### config.mk
export PLATFORM = sky130hd
export DESIGN_NAME = grid_bfs_path_finder_core
export DESIGN_NICKNAME = d
export VERILOG_FILES = /design/src/rtl/gbpf_pkg.sv /design/src/rtl/grid_bfs_path_finder_core.sv
export SDC_FILE = /design/constraint.sdc
export NUM_CORES = 1
export LEC_CHECK = 0
export ABC_AREA = 1
export BUFFER_PORTS_ARGS = -buffer_cell sky130_fd_sc_hd__buf_2
export CAP_MARGIN = 5
export CORE_UTILIZATION = 24
export DETAILED_ROUTE_END_ITERATION = 7
export GPL_ROUTABILITY_DRIVEN = 0
export PLACE_DENSITY = 0.35
export SKIP_CTS_REPAIR_TIMING = 1
export SLEW_MARGIN = 10
export SYNTH_ARGS = -nofsm -noshare
export SYNTH_HDL_FRONTEND = slang
export SYNTH_SLANG_ARGS = --single-unit
### constraint.sdc
create_clock -name clk -period 10.9 [get_ports clk]
set_clock_uncertainty 0.05 [all_clocks]
set_input_delay 1.09 -clock clk [delete_from_list [all_inputs] [get_ports clk]]
set_output_delay 1.09 -clock clk [all_outputs]
set_load 0.005 [all_outputs]
### src/rtl/gbpf_pkg.sv
// package for the grid breadth-first path finder: types, sizes and helpers
`default_nettype none

package gbpf_pkg;

    // grid dimensions
    localparam int GRID_ROWS   = 8;
    localparam int GRID_COLS   = 8;
    localparam int COORD_LIMIT = 8;
    localparam int CELLS       = GRID_ROWS * GRID_COLS;
    localparam int CELL_W      = $clog2(CELLS);
    localparam int PTR_W       = CELL_W + 1;
    localparam int COORD_W     = 3;
    localparam int DIM_W       = 4;

    // usable dimension caps
    localparam int ROWS_CAP = (GRID_ROWS < COORD_LIMIT) ? GRID_ROWS : COORD_LIMIT;
    localparam int COLS_CAP = (GRID_COLS < COORD_LIMIT) ? GRID_COLS : COORD_LIMIT;

    // configuration register indexes
    localparam logic REG_ROWS_IN_USE = 1'b0;
    localparam logic REG_COLS_IN_USE = 1'b1;

    // request types
    localparam logic REQ_WRITE = 1'b0;
    localparam logic REQ_QUERY = 1'b1;

    typedef logic [COORD_W-1:0] coord_t;
    typedef logic [DIM_W-1:0]   dim_t;
    typedef logic [CELL_W-1:0]  cell_idx_t;
    typedef logic [PTR_W-1:0]   ptr_t;

    // move that discovered a cell
    typedef enum logic [1:0] {
        DIR_UP    = 2'd0,
        DIR_LEFT  = 2'd1,
        DIR_DOWN  = 2'd2,
        DIR_RIGHT = 2'd3
    } dir_t;

    typedef struct packed {
        coord_t row;
        coord_t col;
    } pos_t;

    typedef struct packed {
        logic   req_type;
        coord_t cell_row;
        coord_t cell_col;
        logic   cell_blocked;
        coord_t src_row;
        coord_t src_col;
        coord_t dst_row;
        coord_t dst_col;
    } gbpf_in_t;

    typedef struct packed {
        logic   found;
        coord_t path_row;
        coord_t path_col;
        logic   last;
    } gbpf_out_t;

    typedef enum logic [2:0] {
        ST_IDLE,
        ST_POP,
        ST_CHECK,
        ST_EXPAND,
        ST_EMIT,
        ST_TRACE,
        ST_FAIL
    } gbpf_state_t;

    function automatic cell_idx_t cell_addr(input coord_t r, input coord_t c);
        int unsigned a;
        a = int'(r) * GRID_COLS + int'(c);
        return a[CELL_W-1:0];
    endfunction

endpackage

`default_nettype wire

### src/rtl/grid_bfs_path_finder_core.sv
// top level of the grid breadth-first path finder
`default_nettype none

//  channel   direction  handshake          payload
//  in        input      in_valid/in_stall  in_data   (gbpf_in_t: write or query)
//  out       output     out_valid/out_stall out_data (gbpf_out_t: path cells)
//  cfg       apb        psel/penable       rows_in_use, cols_in_use
//
//  a write item is taken in the idle state; a query walks each dequeued cell during
//  the search through one queue read, one compare and four neighbor checks on the
//  shared unit, then emits each path cell and traces back to its parent; the single
//  neighbor check unit and the one-write-port queue memory keep the search sequential
//  reset clears occupancy, the search state and the output valid flag at once
//  in_stall is high while a query is in progress; out_stall holds the output
//  register and the trace waits for it

module grid_bfs_path_finder_core (
    input  wire logic               clk,
    input  wire logic               rst_n,
    input  wire logic               in_valid,
    output logic                    in_stall,
    input  wire gbpf_pkg::gbpf_in_t in_data,
    output logic                    out_valid,
    input  wire logic               out_stall,
    output gbpf_pkg::gbpf_out_t     out_data,
    input  wire logic               psel,
    input  wire logic               penable,
    input  wire logic               pwrite,
    input  wire logic [2:0]         paddr,
    input  wire logic [31:0]        pwdata,
    output logic [31:0]             prdata,
    output logic                    pready
);
    import gbpf_pkg::*;

    // control and search state
    gbpf_state_t      state_reg, state_next;
    dim_t             rows_reg, cols_reg;
    logic [CELLS-1:0] occ_reg, occ_next;
    logic [CELLS-1:0] visited_reg, visited_next;
    ptr_t             head_reg, head_next;
    ptr_t             tail_reg, tail_next;
    logic [1:0]       dir_reg, dir_next;
    cell_idx_t        cnt_reg, cnt_next;
    logic             out_valid_reg, out_valid_next;

    // payload registers
    pos_t      cur_reg, cur_next;
    pos_t      src_reg, src_next;
    pos_t      dst_reg, dst_next;
    gbpf_out_t out_data_reg, out_data_next;

    // frontier queue and parent direction memories
    pos_t       queue_mem [CELLS];
    logic [1:0] parent_mem [CELLS];
    pos_t       q_rdata_reg;
    logic [1:0] p_rdata_reg;

    logic       q_we;
    cell_idx_t  q_waddr;
    pos_t       q_wdata;
    logic       p_we;
    cell_idx_t  p_waddr;
    logic [1:0] p_wdata;

    // usable dimensions
    dim_t nr, nc;
    assign nr = (rows_reg > DIM_W'(ROWS_CAP)) ? DIM_W'(ROWS_CAP) : rows_reg;
    assign nc = (cols_reg > DIM_W'(COLS_CAP)) ? DIM_W'(COLS_CAP) : cols_reg;

    // shared neighbor check unit
    pos_t      nb_pos;
    logic      nb_ok;
    cell_idx_t nb_idx;
    logic      nb_push;

    always_comb
    begin
        nb_pos = cur_reg;
        nb_ok  = 1'b0;
        case (dir_t'(dir_reg))
            DIR_UP:
            begin
                nb_ok      = (cur_reg.row != '0);
                nb_pos.row = cur_reg.row - COORD_W'(1);
            end
            DIR_LEFT:
            begin
                nb_ok      = (cur_reg.col != '0);
                nb_pos.col = cur_reg.col - COORD_W'(1);
            end
            DIR_DOWN:
            begin
                nb_ok      = ({1'b0, cur_reg.row} + DIM_W'(1)) < nr;
                nb_pos.row = cur_reg.row + COORD_W'(1);
            end
            DIR_RIGHT:
            begin
                nb_ok      = ({1'b0, cur_reg.col} + DIM_W'(1)) < nc;
                nb_pos.col = cur_reg.col + COORD_W'(1);
            end
            default:
            begin
                nb_ok = 1'b0;
            end
        endcase
        nb_idx  = cell_addr(nb_pos.row, nb_pos.col);
        nb_push = nb_ok && !occ_reg[nb_idx] && !visited_reg[nb_idx]
                  && (tail_reg < PTR_W'(CELLS));
    end

    // trace step: undo the move that discovered the current cell
    pos_t prev_pos;

    always_comb
    begin
        prev_pos = cur_reg;
        case (dir_t'(p_rdata_reg))
            DIR_UP:    prev_pos.row = cur_reg.row + COORD_W'(1);
            DIR_LEFT:  prev_pos.col = cur_reg.col + COORD_W'(1);
            DIR_DOWN:  prev_pos.row = cur_reg.row - COORD_W'(1);
            DIR_RIGHT: prev_pos.col = cur_reg.col - COORD_W'(1);
            default:   prev_pos = cur_reg;
        endcase
    end

    logic out_free;
    logic trace_last;
    logic range_bad;
    pos_t in_src, in_dst;

    assign out_free   = !out_valid_reg || !out_stall;
    assign trace_last = (cur_reg == src_reg) || (cnt_reg == CELL_W'(CELLS - 1));
    assign in_src     = '{row: in_data.src_row, col: in_data.src_col};
    assign in_dst     = '{row: in_data.dst_row, col: in_data.dst_col};
    assign range_bad  = ({1'b0, in_data.src_row} >= nr) || ({1'b0, in_data.src_col} >= nc)
                        || ({1'b0, in_data.dst_row} >= nr) || ({1'b0, in_data.dst_col} >= nc);

    // sequencer: next state and datapath controls
    always_comb
    begin
        state_next     = state_reg;
        occ_next       = occ_reg;
        visited_next   = visited_reg;
        head_next      = head_reg;
        tail_next      = tail_reg;
        dir_next       = dir_reg;
        cnt_next       = cnt_reg;
        cur_next       = cur_reg;
        src_next       = src_reg;
        dst_next       = dst_reg;
        out_valid_next = out_valid_reg && out_stall;
        out_data_next  = out_data_reg;
        q_we           = 1'b0;
        q_waddr        = tail_reg[CELL_W-1:0];
        q_wdata        = nb_pos;
        p_we           = 1'b0;
        p_waddr        = nb_idx;
        p_wdata        = dir_reg;

        case (state_reg)
            ST_IDLE:
            begin
                if (in_valid)
                begin
                    if (in_data.req_type == REQ_WRITE)
                    begin
                        // writes beyond the grid are dropped
                        if ((int'(in_data.cell_row) < GRID_ROWS)
                            && (int'(in_data.cell_col) < GRID_COLS))
                        begin
                            occ_next[cell_addr(in_data.cell_row, in_data.cell_col)] =
                                in_data.cell_blocked;
                        end
                    end
                    else if (range_bad)
                    begin
                        state_next = ST_FAIL;
                    end
                    else
                    begin
                        // start search: clear visited, seed queue with the source
                        src_next     = in_src;
                        dst_next     = in_dst;
                        visited_next = '0;
                        visited_next[cell_addr(in_src.row, in_src.col)] = 1'b1;
                        q_we         = 1'b1;
                        q_waddr      = '0;
                        q_wdata      = in_src;
                        head_next    = '0;
                        tail_next    = PTR_W'(1);
                        state_next   = ST_POP;
                    end
                end
            end

            ST_POP:
            begin
                // queue read of the head entry lands in q_rdata_reg
                if (head_reg == tail_reg)
                begin
                    state_next = ST_FAIL;
                end
                else
                begin
                    state_next = ST_CHECK;
                end
            end

            ST_CHECK:
            begin
                cur_next = q_rdata_reg;
                if (q_rdata_reg == dst_reg)
                begin
                    cnt_next   = '0;
                    state_next = ST_EMIT;
                end
                else
                begin
                    head_next  = head_reg + PTR_W'(1);
                    dir_next   = DIR_UP;
                    state_next = ST_EXPAND;
                end
            end

            ST_EXPAND:
            begin
                // one neighbor per cycle in order up, left, down, right
                if (nb_push)
                begin
                    visited_next[nb_idx] = 1'b1;
                    p_we      = 1'b1;
                    q_we      = 1'b1;
                    tail_next = tail_reg + PTR_W'(1);
                end
                dir_next = dir_reg + 2'd1;
                if (dir_reg == DIR_RIGHT)
                begin
                    state_next = ST_POP;
                end
            end

            ST_EMIT:
            begin
                // parent of the current cell is read meanwhile
                if (out_free)
                begin
                    out_valid_next = 1'b1;
                    out_data_next  = '{found: 1'b1, path_row: cur_reg.row,
                                       path_col: cur_reg.col, last: trace_last};
                    state_next     = trace_last ? ST_IDLE : ST_TRACE;
                end
            end

            ST_TRACE:
            begin
                cur_next   = prev_pos;
                cnt_next   = cnt_reg + CELL_W'(1);
                state_next = ST_EMIT;
            end

            ST_FAIL:
            begin
                if (out_free)
                begin
                    out_valid_next = 1'b1;
                    out_data_next  = '{found: 1'b0, path_row: '0, path_col: '0, last: 1'b1};
                    state_next     = ST_IDLE;
                end
            end

            default:
            begin
                state_next = ST_IDLE;
            end
        endcase
    end

    // control registers
    always_ff @(posedge clk or negedge rst_n)
    begin
        if (!rst_n)
        begin
            state_reg     <= ST_IDLE;
            occ_reg       <= '0;
            visited_reg   <= '0;
            head_reg      <= '0;
            tail_reg      <= '0;
            dir_reg       <= '0;
            cnt_reg       <= '0;
            out_valid_reg <= 1'b0;
        end
        else
        begin
            state_reg     <= state_next;
            occ_reg       <= occ_next;
            visited_reg   <= visited_next;
            head_reg      <= head_next;
            tail_reg      <= tail_next;
            dir_reg       <= dir_next;
            cnt_reg       <= cnt_next;
            out_valid_reg <= out_valid_next;
        end
    end

    // payload registers
    always_ff @(posedge clk)
    begin
        cur_reg      <= cur_next;
        src_reg      <= src_next;
        dst_reg      <= dst_next;
        out_data_reg <= out_data_next;
    end

    // queue memory: one write port, registered read at the head
    always_ff @(posedge clk)
    begin
        if (q_we)
        begin
            queue_mem[q_waddr] <= q_wdata;
        end
        q_rdata_reg <= queue_mem[head_reg[CELL_W-1:0]];
    end

    // parent direction memory: written on discovery, read at the trace cell
    always_ff @(posedge clk)
    begin
        if (p_we)
        begin
            parent_mem[p_waddr] <= p_wdata;
        end
        p_rdata_reg <= parent_mem[cell_addr(cur_reg.row, cur_reg.col)];
    end

    // configuration registers
    always_ff @(posedge clk or negedge rst_n)
    begin
        if (!rst_n)
        begin
            rows_reg <= DIM_W'(8);
            cols_reg <= DIM_W'(8);
        end
        else if (psel && penable && pwrite)
        begin
            if (paddr[2] == REG_ROWS_IN_USE)
            begin
                rows_reg <= pwdata[DIM_W-1:0];
            end
            else
            begin
                cols_reg <= pwdata[DIM_W-1:0];
            end
        end
    end

    assign prdata    = (paddr[2] == REG_COLS_IN_USE) ? {28'd0, cols_reg} : {28'd0, rows_reg};
    assign pready    = 1'b1;
    assign in_stall  = (state_reg != ST_IDLE);
    assign out_valid = out_valid_reg;
    assign out_data  = out_data_reg;

endmodule

`default_nettype wire

==> impl_metrics.py <==
metrics = {
    "floorplanning": {
        "die_h_um": 373,
        "core_mm2": 0.136,
        "dieWidth_um": 373,
        "rows": 135,
        "start_util_pct": 24.3,
        "pin_count": 105,
        "die-area_mm2": 0.139,
    },
    "synthesis": {
        "synth_top_area_cell": "edfxtp_1",
        "yosysUniqueCellTypes": 47,
        "avgSynthCellArea_um2": 9.88,
        "async_flop_share_pct": 22.9,
        "synthTopCellsByArea": "edfxtp_1 49%, dfrtp_1 12%, nand2_1 6.3%, o21ai_0 5.7%, nor2_1 5.6%",
        "ys_seq_elements": 708,
        "syn_inst": 3340,
        "ys_seq_area_share_pct": 61.8,
        "synth-main-ff-cell": "edfxtp_1",
        "yosys_warnings": 0,
        "syn_area_mm2": 0.0330,
        "yosys.area.top_type_share_pct": 49.0,
        "synth-edff-count": 538,
    },
    "setup_path": {
        "critPathLaunchType": "flop",
        "r2r_end": "queue_mem[4][0]$_DFFE_PP_",
        "crit_type": "reg2reg",
        "reg2reg_slack_ns": 4.95,
        "cp-startpoint": "cur_reg[0]$_DFFE_PP_",
        "cp-end-kind": "flop",
        "cp.required_ns": 11.18,
        "arrival_ns": 6.23,
        "r2r_start": "cur_reg[0]$_DFFE_PP_",
        "cp_max_fo": 70,
        "crit_path_end": "queue_mem[4][0]$_DFFE_PP_",
        "r2r_cells": 17,
    },
    "hold_path": {
        "min_path_type": "in2async",
    },
    "drt": {
        "route.met3.wl_um": 4810,
        "wl_um": 112000,
        "routed_via_density": 4.70,
        "routed-wl-met2_um": 49600,
        "first_pass_iters": 5,
        "met1_length_um": 55500,
        "avgRoutedWirePerCell_um": 21.7,
        "drt_iter0_drc": 1765,
        "via_count": 24324,
        "drc": 0,
        "final_antenna_net_count": 0,
        "top_layer": "met5",
    },
    "grt": {
        "grt_pass1_vias": 24374,
        "grt_overflow_total": 0,
        "grt_usage_pct": 16.0,
        "antenna_found_initial": 6,
        "grt_pass1_wl_um": 168000,
        "grt_max_degree": 77,
    },
    "layout": {
        "drive_above_1_share_pct": 9.07,
        "finalNetCount": 3415,
        "top_regs": "queue_mem (384), parent_mem (128)",
        "final_area_mm2": 0.0378,
        "area.growth.synth_to_final_pct": 14.7,
        "fillerInstances": 14313,
        "fin_cells": 5179,
        "top_register": "queue_mem",
        "largest_reg_flops": 384,
    },
    "timing": {
        "period_needed_ns": 5.95,
        "fmaxAchievable_ghz": 0.168,
        "rsz0062_at_grt": "no",
        "finalSetupTns_ns": 0,
        "worst_slack_ns": 4.95,
        "max_slew_margin_pct": 25.3,
        "setup-violations-final": 0,
        "period_share_pct": 54.6,
        "hold_violations": 0,
        "slew_violations": 0,
        "worst_slew_pin_slew_ns": 1.11,
    },
    "flow_run": {
        "maxCapViolCount": 0,
    },
    "clock_network": {
        "htreeDepth": 3,
        "clk_latency_ns": 0.72,
        "tritoncts": "done",
        "clk_pin_slew_worst_paths_ns": 0.06,
        "cts_made_buffers": 87,
        "cts-root-buf": "clkbuf_16",
        "cts_num_sinks": 708,
        "cts_buffer_depth": 3,
    },
    "power_and_ir_drop": {
        "clockPowerShare_pct": 25.6,
        "power_mw": 11.3,
        "p_int_mw": 6.28,
        "power.share.combinational_pct": 39.8,
        "p_leak_nw": 13.6,
        "power.switching_mw": 5.01,
        "peakVddDrop_uv": 302,
        "seqPwrFrac_pct": 34.6,
        "swShare_pct": 44.4,
        "power_density_mw_per_mm2": 298,
    },
    "run_status": {
        "status": "finished clean",
    },
    "place": {
        "io_buffers": 45,
        "post-place-ws_ns": 4.92,
        "dp_hpwl_um": 65700,
        "placed_area_mm2": 0.0350,
        "placed_cells": 5014,
    },
}
power groups by stage:
stage	registers (mW)	logic, mW	clock network [mW]
5_1_grt	3.94	4.94	3.08
3_3_place_gp	3.96	4.60	0
6_report	3.91	4.49	2.89
2_1_floorplan	3.89	2.70	0
3_5_place_dp	3.96	4.58	0
4_1_cts	3.91	4.58	2.99
cell type report:
type | count | area [um2] | share of cell area (%)
diodes | 1 | 2.50 | 0.00662
clock buffers | 120 | 2390 | 6.32
clock inverters | 44 | 425 | 1.12
inverters | 221 | 835 | 2.21
multi-input cells | 2207 | 10900 | 28.9
flip-flops and latches | 708 | 20400 | 53.9
well taps | 1781 | 2230 | 5.89
repair buffers | 97 | 624 | 1.65
per-stage QoR:
stage | hold WS (ns) | util [%]
2_1_floorplan | 0.414 | -
3_3_place_gp | 0.427 | 25.7
3_5_place_dp | 0.431 | 25.7
4_1_cts | 0.347 | 27.8
5_1_grt | 0.356 | 27.8
6_report | 0.337 | 27.8
cells by family after synthesis:
group                      count (synthesis)  share of synthesized area, %
buffers and inverters                    452                          5.80
adders and majority gates                 31                          1.18
AOI/OAI and AO/OA                        725                          12.5
other                                      2                        0.0228
DFF                                      708                          61.8
xor gates and xnor gates                  21                         0.558
muxes                                      3                         0.102
and+or+nand+nor                         1398                          18.1
routing by layer:
metal / vias to the layer above / global-route usage (%)
li1: 11645 / -
met2: 465 / 24.6
met4: 2 / 4.28
met3: 149 / 2.51
met5: - / 0
met1: 12063 / 23.3
worst max-delay path, stage by stage (launching register included):
cell and delay (ns):
edfxtp_1 0.52, inv_2 0.08, buf_4 0.59, nand2_1 0.33, nand2_2 0.45, buf_4 0.62, nand2_1 0.10, nand3_1 0.12
nand3_1 0.10, nand3_1 0.11, nand2_1 0.12, nor2_1 0.20, nor2_1 0.06, nor2_1 0.19, nand3_4 0.33, nand2_4 0.36
nand2_1 0.34, nor2_1 0.69
cells in the final DEF, fill, tap and decap left out, types with 8 or more instances in the layout:
cell	synthesis	routed
nor3_2	41	44
edfxtp_1	538	538
nand2_1	556	553
ha_1	31	31
clkinv_2	0	15
clkbuf_16	0	87
dfrtp_1	160	155
buf_4	33	52
nand4_1	27	27
o211ai_1	25	25
nor2_1	493	491
o21ai_0	374	368
clkinv_1	14	28
o21a_1	9	9
clkbuf_8	0	10
o221ai_1	37	37
clkbuf_1	138	24
a31oi_1	47	47
xor2_1	17	16
a21oi_1	81	81
nor3_1	54	51
nand2_2	6	8
buf_2	36	44
inv_1	201	199
conb_1	2	29
nand3_1	208	207
o22ai_1	131	131
dfxtp_1	8	8
how the worst min path moves through the flow:
stage / end / slack, ns / start / cells past startpoint
4_1_cts: visited_reg[61]$_DFFE_PN0P_ / 0.35 / rst_n / 1
3_3_place_gp: occ_reg[28]$_DFFE_PN0P_ / 0.43 / occ_reg[28]$_DFFE_PN0P_ / 1
5_1_grt: visited_reg[61]$_DFFE_PN0P_ / 0.36 / rst_n / 1
2_1_floorplan: occ_reg[12]$_DFFE_PN0P_ / 0.41 / occ_reg[12]$_DFFE_PN0P_ / 1
6_report: visited_reg[61]$_DFFE_PN0P_ / 0.34 / rst_n / 1
3_5_place_dp: occ_reg[28]$_DFFE_PN0P_ / 0.43 / occ_reg[28]$_DFFE_PN0P_ / 1
cells in the mapped netlist, drive strengths merged (2+ instances only):
master  count
nor3       96
clkinv     14
a211oi      3
o211ai     25
and3        2
a22o        3
nor4        4
o21ai     377
a31oi      47
edfxtp    538
a21oi      81
dfrtp     160
nor2      495
xnor2       4
nand2     562
dfstp       2
nand4      27
o22ai     131
conb        2
xor2       17
buf        92
o21a        9
o221ai     37
nand3     208
nor3b       3
inv       207
clkbuf    139
mux2        3
dfxtp       8
o31ai       7
ha         31
(Power assumes the default switching activity.)
